===== config.mk =====
export PLATFORM = sky130hd
export DESIGN_NAME = utf8_cyrillic_translit_sanitizer
export DESIGN_NICKNAME = d
export VERILOG_FILES = /design/src/hdl/ucts_pkg.sv /design/src/hdl/ucts_front.sv /design/src/hdl/ucts_queue.sv /design/src/hdl/ucts_back.sv /design/src/hdl/utf8_cyrillic_translit_sanitizer.sv
export SDC_FILE = /design/constraint.sdc
export NUM_CORES = 1
export LEC_CHECK = 0
export ABC_AREA = 0
export BUFFER_PORTS_ARGS = -buffer_cell sky130_fd_sc_hd__buf_2
export CELL_PAD_IN_SITES_DETAIL_PLACEMENT = 0
export CELL_PAD_IN_SITES_GLOBAL_PLACEMENT = 2
export CORE_MARGIN = 2
export CORE_UTILIZATION = 40
export CTS_CLUSTER_DIAMETER = 100
export DETAILED_ROUTE_END_ITERATION = 16
export PLACE_DENSITY = 0.78
export RECOVER_POWER = 100
export SYNTH_ARGS = -nofsm -noshare
export SYNTH_HDL_FRONTEND = slang
export SYNTH_SLANG_ARGS = --single-unit

===== constraint.sdc =====
create_clock -name clk -period 5.5 [get_ports clk]
set_input_delay 0.55 -clock clk [delete_from_list [all_inputs] [get_ports clk]]
set_output_delay 0.55 -clock clk [all_outputs]
set_load 0.05 [all_outputs]

===== src/hdl/ucts_pkg.sv =====
package ucts_pkg;

  localparam int CharW   = 7;
  localparam int MaxSpell = 4;

  localparam logic [7:0] LeadD0 = 8'hD0;
  localparam logic [7:0] LeadD1 = 8'hD1;
  localparam logic [CharW-1:0] CharUnder = 7'h5F;
  localparam logic [CharW-1:0] CharNone  = 7'h00;

  // Latin spelling of one Russian letter: length and up to four chars,
  // first char in ch[0].
  typedef struct packed {
    logic [2:0]                        len;
    logic [MaxSpell-1:0][CharW-1:0]    ch;
  } spell_t;

  // One queued job: optional leading underscore, up to four chars, end flag.
  typedef struct packed {
    logic                              us;
    logic [2:0]                        nchar;
    logic [MaxSpell-1:0][CharW-1:0]    ch;
    logic                              fin;
  } job_t;

  // Build a spelling from a right-justified string literal.
  function automatic spell_t mk(input logic [2:0] n, input logic [31:0] s);
    spell_t r;
    int     k;
    r.len = n;
    r.ch  = '0;
    for (k = 0; k < MaxSpell; k++) begin
      if (k < int'(n)) begin
        r.ch[k] = s[8*(int'(n)-1-k) +: CharW];
      end
    end
    return r;
  endfunction

  function automatic spell_t spelling(input logic [5:0] idx);
    spell_t r;
    unique case (idx)
      6'd0:  r = mk(3'd1, 32'("a"));
      6'd1:  r = mk(3'd1, 32'("b"));
      6'd2:  r = mk(3'd1, 32'("v"));
      6'd3:  r = mk(3'd1, 32'("g"));
      6'd4:  r = mk(3'd1, 32'("d"));
      6'd5:  r = mk(3'd1, 32'("e"));
      6'd6:  r = mk(3'd2, 32'("zh"));
      6'd7:  r = mk(3'd1, 32'("z"));
      6'd8:  r = mk(3'd1, 32'("i"));
      6'd9:  r = mk(3'd1, 32'("j"));
      6'd10: r = mk(3'd1, 32'("k"));
      6'd11: r = mk(3'd1, 32'("l"));
      6'd12: r = mk(3'd1, 32'("m"));
      6'd13: r = mk(3'd1, 32'("n"));
      6'd14: r = mk(3'd1, 32'("o"));
      6'd15: r = mk(3'd1, 32'("p"));
      6'd16: r = mk(3'd1, 32'("r"));
      6'd17: r = mk(3'd1, 32'("s"));
      6'd18: r = mk(3'd1, 32'("t"));
      6'd19: r = mk(3'd1, 32'("u"));
      6'd20: r = mk(3'd1, 32'("f"));
      6'd21: r = mk(3'd1, 32'("h"));
      6'd22: r = mk(3'd1, 32'("c"));
      6'd23: r = mk(3'd2, 32'("ch"));
      6'd24: r = mk(3'd2, 32'("sh"));
      6'd25: r = mk(3'd4, 32'("shch"));
      6'd27: r = mk(3'd1, 32'("y"));
      6'd29: r = mk(3'd1, 32'("e"));
      6'd30: r = mk(3'd2, 32'("iu"));
      6'd31: r = mk(3'd2, 32'("ia"));
      6'd32: r = mk(3'd2, 32'("io"));
      default: r = mk(3'd0, 32'd0);   // hard/soft signs, unused codes
    endcase
    return r;
  endfunction

endpackage


===== src/hdl/ucts_front.sv =====
module ucts_front
  import ucts_pkg::*;
(
  input  logic       clk,
  input  logic       rst,
  input  logic       in_valid,
  output logic       in_ready,
  input  logic [7:0] name_byte,
  input  logic       final_byte,
  input  logic       q_full,
  output logic       q_push,
  output job_t       q_job
);

  logic lead_held, lead_is_d1, underscore_pending;
  logic lead_held_next, lead_is_d1_next, underscore_pending_next;

  logic       accept;
  logic       match;
  logic [5:0] idx;
  logic       pend_now;
  logic       is_upper, is_lower, is_digit, is_lead;
  spell_t     sp;

  assign in_ready = !q_full;
  assign accept   = in_valid && in_ready;

  // Letter lookup for a held lead byte.
  always_comb begin
    match = 1'b0;
    idx   = '0;
    if (!lead_is_d1) begin
      if (name_byte >= 8'h90 && name_byte <= 8'hAF) begin
        match = 1'b1;
        idx   = 6'(name_byte - 8'h90);
      end else if (name_byte >= 8'hB0 && name_byte <= 8'hBF) begin
        match = 1'b1;
        idx   = 6'(name_byte - 8'hB0);
      end else if (name_byte == 8'h81) begin
        match = 1'b1;
        idx   = 6'd32;
      end
    end else begin
      if (name_byte >= 8'h80 && name_byte <= 8'h8F) begin
        match = 1'b1;
        idx   = 6'(name_byte - 8'h80) + 6'd16;
      end else if (name_byte == 8'h91) begin
        match = 1'b1;
        idx   = 6'd32;
      end
    end
  end

  assign sp       = spelling(idx);
  assign is_upper = name_byte >= 8'h41 && name_byte <= 8'h5A;
  assign is_lower = name_byte >= 8'h61 && name_byte <= 8'h7A;
  assign is_digit = name_byte >= 8'h30 && name_byte <= 8'h39;
  assign is_lead  = name_byte == LeadD0 || name_byte == LeadD1;
  assign pend_now = underscore_pending || (lead_held && !match);

  always_comb begin
    q_job                   = '0;
    q_job.fin               = final_byte;
    lead_held_next          = 1'b0;
    lead_is_d1_next         = 1'b0;
    underscore_pending_next = pend_now;
    if (lead_held && match) begin
      if (sp.len != 3'd0) begin
        q_job.us                = pend_now;
        q_job.nchar             = sp.len;
        q_job.ch                = sp.ch;
        underscore_pending_next = 1'b0;
      end
    end else if (is_lead) begin
      lead_held_next  = 1'b1;
      lead_is_d1_next = name_byte == LeadD1;
    end else if (is_upper || is_lower || is_digit) begin
      q_job.us                = pend_now;
      q_job.nchar             = 3'd1;
      q_job.ch[0]             = is_upper ? CharW'(name_byte + 8'd32) : name_byte[CharW-1:0];
      underscore_pending_next = 1'b0;
    end else begin
      underscore_pending_next = 1'b1;
    end
    if (final_byte) begin
      lead_held_next          = 1'b0;
      lead_is_d1_next         = 1'b0;
      underscore_pending_next = 1'b0;
    end
  end

  // Items with nothing to show and no end mark only touch state.
  assign q_push = accept && (q_job.fin || q_job.nchar != 3'd0);

  always_ff @(posedge clk) begin
    if (rst) begin
      lead_held          <= 1'b0;
      lead_is_d1         <= 1'b0;
      underscore_pending <= 1'b0;
    end else if (accept) begin
      lead_held          <= lead_held_next;
      lead_is_d1         <= lead_is_d1_next;
      underscore_pending <= underscore_pending_next;
    end
  end

endmodule


===== src/hdl/ucts_queue.sv =====
module ucts_queue
  import ucts_pkg::*;
(
  input  logic clk,
  input  logic rst,
  input  logic push,
  input  job_t push_job,
  output logic full,
  input  logic pop,
  output logic head_valid,
  output job_t head_job
);

  job_t       mem [2];
  logic       wr_ptr, rd_ptr;
  logic [1:0] count;

  assign full       = count == 2'd2;
  assign head_valid = count != 2'd0;
  assign head_job   = mem[rd_ptr];

  always_ff @(posedge clk) begin
    if (push) begin
      mem[wr_ptr] <= push_job;
    end
  end

  always_ff @(posedge clk) begin
    if (rst) begin
      wr_ptr <= 1'b0;
      rd_ptr <= 1'b0;
      count  <= 2'd0;
    end else begin
      if (push) wr_ptr <= !wr_ptr;
      if (pop)  rd_ptr <= !rd_ptr;
      if (push && !pop) begin
        count <= count + 2'd1;
      end else if (pop && !push) begin
        count <= count - 2'd1;
      end
    end
  end

endmodule


===== src/hdl/ucts_back.sv =====
module ucts_back
  import ucts_pkg::*;
(
  input  logic             clk,
  input  logic             rst,
  input  logic             head_valid,
  input  job_t             head_job,
  output logic             pop,
  output logic             out_valid,
  input  logic             out_ready,
  output logic [CharW-1:0] out_char,
  output logic             char_valid,
  output logic             name_end
);

  logic [2:0] step, step_next;
  logic [2:0] total;
  logic       last, load;
  logic [1:0] k;
  logic [CharW-1:0] ch_sel;

  assign total = {2'b00, head_job.us} + head_job.nchar;
  assign last  = (total == 3'd0) || (step == total - 3'd1);
  assign load  = head_valid && (!out_valid || out_ready);
  assign pop   = load && last;
  assign k     = 2'(step - {2'b00, head_job.us});
  assign step_next = last ? 3'd0 : step + 3'd1;

  always_comb begin
    if (head_job.us && step == 3'd0) begin
      ch_sel = CharUnder;
    end else begin
      ch_sel = head_job.ch[k];
    end
  end

  always_ff @(posedge clk) begin
    if (rst) begin
      step      <= 3'd0;
      out_valid <= 1'b0;
    end else begin
      if (load) begin
        step      <= step_next;
        out_valid <= 1'b1;
      end else if (out_ready) begin
        out_valid <= 1'b0;
      end
    end
  end

  always_ff @(posedge clk) begin
    if (load) begin
      if (total == 3'd0) begin
        out_char   <= CharNone;
        char_valid <= 1'b0;
      end else begin
        out_char   <= ch_sel;
        char_valid <= 1'b1;
      end
      name_end <= head_job.fin && last;
    end
  end

endmodule


===== src/hdl/utf8_cyrillic_translit_sanitizer.sv =====
// Channel   Handshake              Payload
// input     in_valid / in_ready    name_byte[7:0], final_byte
// output    out_valid / out_ready  out_char[6:0], char_valid, name_end
//
// Each accepted byte is classified in the same cycle and becomes a job of
// zero to five results; the back end emits one result per cycle while
// out_ready is high, one output item per result (one for a bare end mark).
// A two-entry job queue sits between front and back; in_ready drops only
// when it is full. Bytes with no results and no end mark push no job.
// Synchronous reset clears front state, queue pointers and out_valid.
module utf8_cyrillic_translit_sanitizer
  import ucts_pkg::*;
(
  input  logic             clk,
  input  logic             rst,
  input  logic             in_valid,
  output logic             in_ready,
  input  logic [7:0]       name_byte,
  input  logic             final_byte,
  output logic             out_valid,
  input  logic             out_ready,
  output logic [CharW-1:0] out_char,
  output logic             char_valid,
  output logic             name_end
);

  // front -> queue
  logic q_push, q_full;
  job_t q_job;
  // queue -> back
  logic q_pop, q_head_valid;
  job_t q_head;

  // Front: lead-byte tracking, letter lookup, underscore collapsing.
  ucts_front u_front (
    .clk        (clk),
    .rst        (rst),
    .in_valid   (in_valid),
    .in_ready   (in_ready),
    .name_byte  (name_byte),
    .final_byte (final_byte),
    .q_full     (q_full),
    .q_push     (q_push),
    .q_job      (q_job)
  );

  ucts_queue u_queue (
    .clk        (clk),
    .rst        (rst),
    .push       (q_push),
    .push_job   (q_job),
    .full       (q_full),
    .pop        (q_pop),
    .head_valid (q_head_valid),
    .head_job   (q_head)
  );

  // Back: serializes each job into registered output items.
  ucts_back u_back (
    .clk        (clk),
    .rst        (rst),
    .head_valid (q_head_valid),
    .head_job   (q_head),
    .pop        (q_pop),
    .out_valid  (out_valid),
    .out_ready  (out_ready),
    .out_char   (out_char),
    .char_valid (char_valid),
    .name_end   (name_end)
  );

endmodule

==> metrics.md <==
| Metric | Value |
|---|---|
| Longest Clk Path Bufs | 2 |
| Fmax | slightly above 200 MHz |
| Antenna violations before repair | 0 |
| Clock tree sinks | between 50 and 60 |
| Clk root buf | clkbuf_8 |
| Die X | 97.5 µm |
| Worst Hold Class | flop to flop |
| Arrival time worst endpoint | between 5000 and 6000 ps |
| Crit-path max cell delay | 540 ps |
| # IOs | 24 |
| Total Routing Usage GR | around 17% |
| Synthesized flop and latch total | 57 |
| Crit. End Element | flop |
| VDD IR max | approximately 0.00014 V |
| Syn. warnings | 0 |
| Final Power | 1.70 mW |
| Skew final | 5.28 ps |
| Hold_buf cts | 0 |
| Syn Nets | between 300 and 400 |
| Pin count of the biggest net entering global routing | 25 |
| Slew Viols, Final | 0 |
| Routability cong. | 0.848 |
| Antenna Cells | 0 |
| CP Max Fanout | 22 |
| Total Wirelength | about 7500 µm |
| Mean routed wirelength per cell | 16.0 µm |
| Die Y | a little under 100 µm |
| Buffer and inverter count on the worst path | 2 |
| Layout cell share with drive strength beyond 1 | between 10% and 20% |
| Fillers | 846 |
| Post-Synthesis Cells | 337 |
| Cell Area, Synth | about 3500 µm² |
| Fin nets | slightly below 400 |
| Synth cell types | 60 |
| H-tree depth | 3 |
| Post-synth EDFFs | 45 |
| Status | complete, no violations |
| Reg clk slew, reported paths | ~60 ps |
| Tmin final | about 4900 ps |
| Area of the multi-input gates | approximately 1700 µm² |
| Setup crit start kind | input port |
| Total grt overflow | 0 |
| Period utilization | 88.6% |
| # Post-CTS Setup Buffers | 0 |
| Top delay family on crit path | simple AND/OR/NAND/NOR gates |
| Synthesized area per cell | 10.4 µm² |
| Clk_lat worst skew | 320 ps |
| Initial Util | about two fifths |
| Post-route DRC | 0 |
| DRT Pass-1 Iters | 4 |
| Vias | 2,612 |
| Remaining antenna violation count | 0 |
| DRT iter0 DRCs | 127 |
| Max-Cap Viols | 0 |
| Actual slew at the worst max-slew pin | roughly 850 ps |
| PD cells | between 400 and 500 nW/µm² |
| Area Overhead vs Synth | 11.2% |
| Die area | between 9000 and 10,000 µm² |
| Post-CTS Resized | 0 |
| CTS tree | built |
| Slowest CP cell | or4b_1 |
| PortBufs | 23 |
| WP data required | 5760 ps |
| Vias in the first global route | between 2,000 and 3,000 |
| Headroom to the max-slew limit | 43.3% |
| Cell Rows | 34 |
| Fraction of registers with async set/reset | 0% |
| Setup CP Type | input port to flop |
| Worst-path cell chain | clkbuf_1 > clkbuf_1 > nor4_1 > a32oi_1 > o21ai_1 > nand2_1 > nor2_1 > ha_1 > a21oi_1 > o22ai_1 > nand3_1 > or4b_1 > nand2_1 > a21oi_2 > ha_1 > or3_1 > a21oi_1 |
| DR vias/cell | ~5.6 |
| Setup violators final | 0 |
| Reg area | between 1500 and 2000 µm² |
| Most common cell after layout, fill and taps aside | edfxtp_1 |
| First-pass GRT wire length | about 13,000 µm |
| Most frequent cells in the layout | edfxtp_1, nor2_1, nand2_1 |
| Setup TNS | 0 ps |
| Dpl hpwl | 5540 µm |
| Leak pwr | approximately 1.4 nW |
| RSZ-0062 raised after global routing | false |
| CORE AREA | between 8000 and 9000 µm² |
| Sequential share of the synthesized area | between 40% and 50% |
| Ys flop type | edfxtp_1 |
| Num CTS Buffers | 9 |
| Hold Fails Final Rpt | 0 |
-- routing by layer --
| layer | vias to the layer above | global-route usage [%] | routed length [µm] |
|---|---|---|---|
| met1 | 1253 | 21.2 | 3500 |
| met3 | 6 | 3.38 | 210 |
| met4 | 0 | 4.81 | 63 |
| li1 | 1298 | - | - |
| met2 | 55 | 28.4 | 3770 |
| met5 | - | 0 | 0 |
-- final cells by class --
cell class,count,share of cell area (%)
Multi-Input combinational cell,247,44.9
Sequential cell,57,40.9
Tap cell,108,3.47
Clock buffer,9,3.18
Clock inverter,7,3.06
Timing Repair Buffer,26,2.96
Inverter,16,1.54
-- worst paths after layout --
kind                                    startpoint                to  slack, ps  cells past startpoint
worst max-delay path                  name_byte[2]  u_queue.count[1]        630                     17
worst min-delay path              u_back.out_valid  u_back.out_valid        490                      2
worst max register to register  u_front.lead_is_d1  u_queue.count[1]       1600                     14
worst min register to register    u_back.out_valid  u_back.out_valid        490                      2
-- stage by stage --
stage,instances,cell area (µm²),hold WS (ps),worst slack [ps],util (%)
after detailed placement,454,3680,487,587,42.9
after CTS,470,3930,462,916,45.7
after global routing,470,3890,529,226,45.3
final,470,3890,494,627,45.3
after floorplan,337,3500,481,1110,-
after global placement,454,3680,483,701,42.9
-- flip-flops by register name (all words and copies together) (netlist names), named ones only --
| signal | cells |
|---|---|
| u_back.char_valid | 1 |
| u_front.lead_is_d1 | 1 |
| u_queue.rd_ptr | 1 |
| u_back.step | 3 |
| u_front.lead_held | 1 |
| u_back.out_char | 7 |
| u_back.name_end | 1 |
| u_queue.mem | 36 |
| u_front.underscore_pending | 1 |
| u_queue.count | 2 |
| u_back.out_valid | 1 |
| u_queue.wr_ptr | 1 |
-- cell usage after synthesis (4+ instances only) --
cell type,n,area share [%]
dfxtp_1,12,6.9
nand2b_1,6,1.1
clkbuf_1,11,1.2
nand3_1,6,0.86
or2_2,4,0.72
nor2_1,36,3.9
nand2_1,27,2.9
inv_1,16,1.7
xor2_1,7,1.8
o21ai_0,15,2.1
a31oi_1,6,1.1
or3_1,4,0.72
mux2_2,6,1.9
nor3_1,7,1.0
edfxtp_1,45,39
nor2b_1,6,1.1
mux2i_1,4,1.1
mux4_2,7,4.5
a21oi_1,24,3.4
ha_1,22,7.9
-- worst register-to-register path, stage by stage (launching register included) --
cell     delay, ps
dfxtp_1        480
a21oi_1         90
o21ai_1        210
nand2_1        260
nor2_1         300
ha_1           300
a21oi_1         90
o22ai_1        310
nand3_1        200
or4b_1         540
nand2_1        110
a21oi_2        100
ha_1           340
or3_1          350
a21oi_1        140
-- kinds of logic (layout without fill, tap and decap cells) --
family                   after synthesis  in the layout  synth area share (%)
AND/OR/NAND/NOR                      114            114                  16.0
AO/OA/AOI/OAI                         84             84                  16.4
flip-flops                            57             57                  45.5
buffers and inverters                 33             58                  4.15
adder cells (fa/ha/maj)               22             22                  7.87
multiplexers                          17             17                  7.58
XOR/XNOR                              10             10                  2.50
-- power by group --
| group | leakage [nW] | internal [mW] | switching (mW) |
|---|---|---|---|
| registers | 0.522 | 0.579 | 0.0471 |
| clock network | 0.115 | 0.300 | 0.165 |
| logic | 0.765 | 0.209 | 0.400 |
| total | 1.40 | 1.09 | 0.612 |
(Power assumes the default switching activity.)
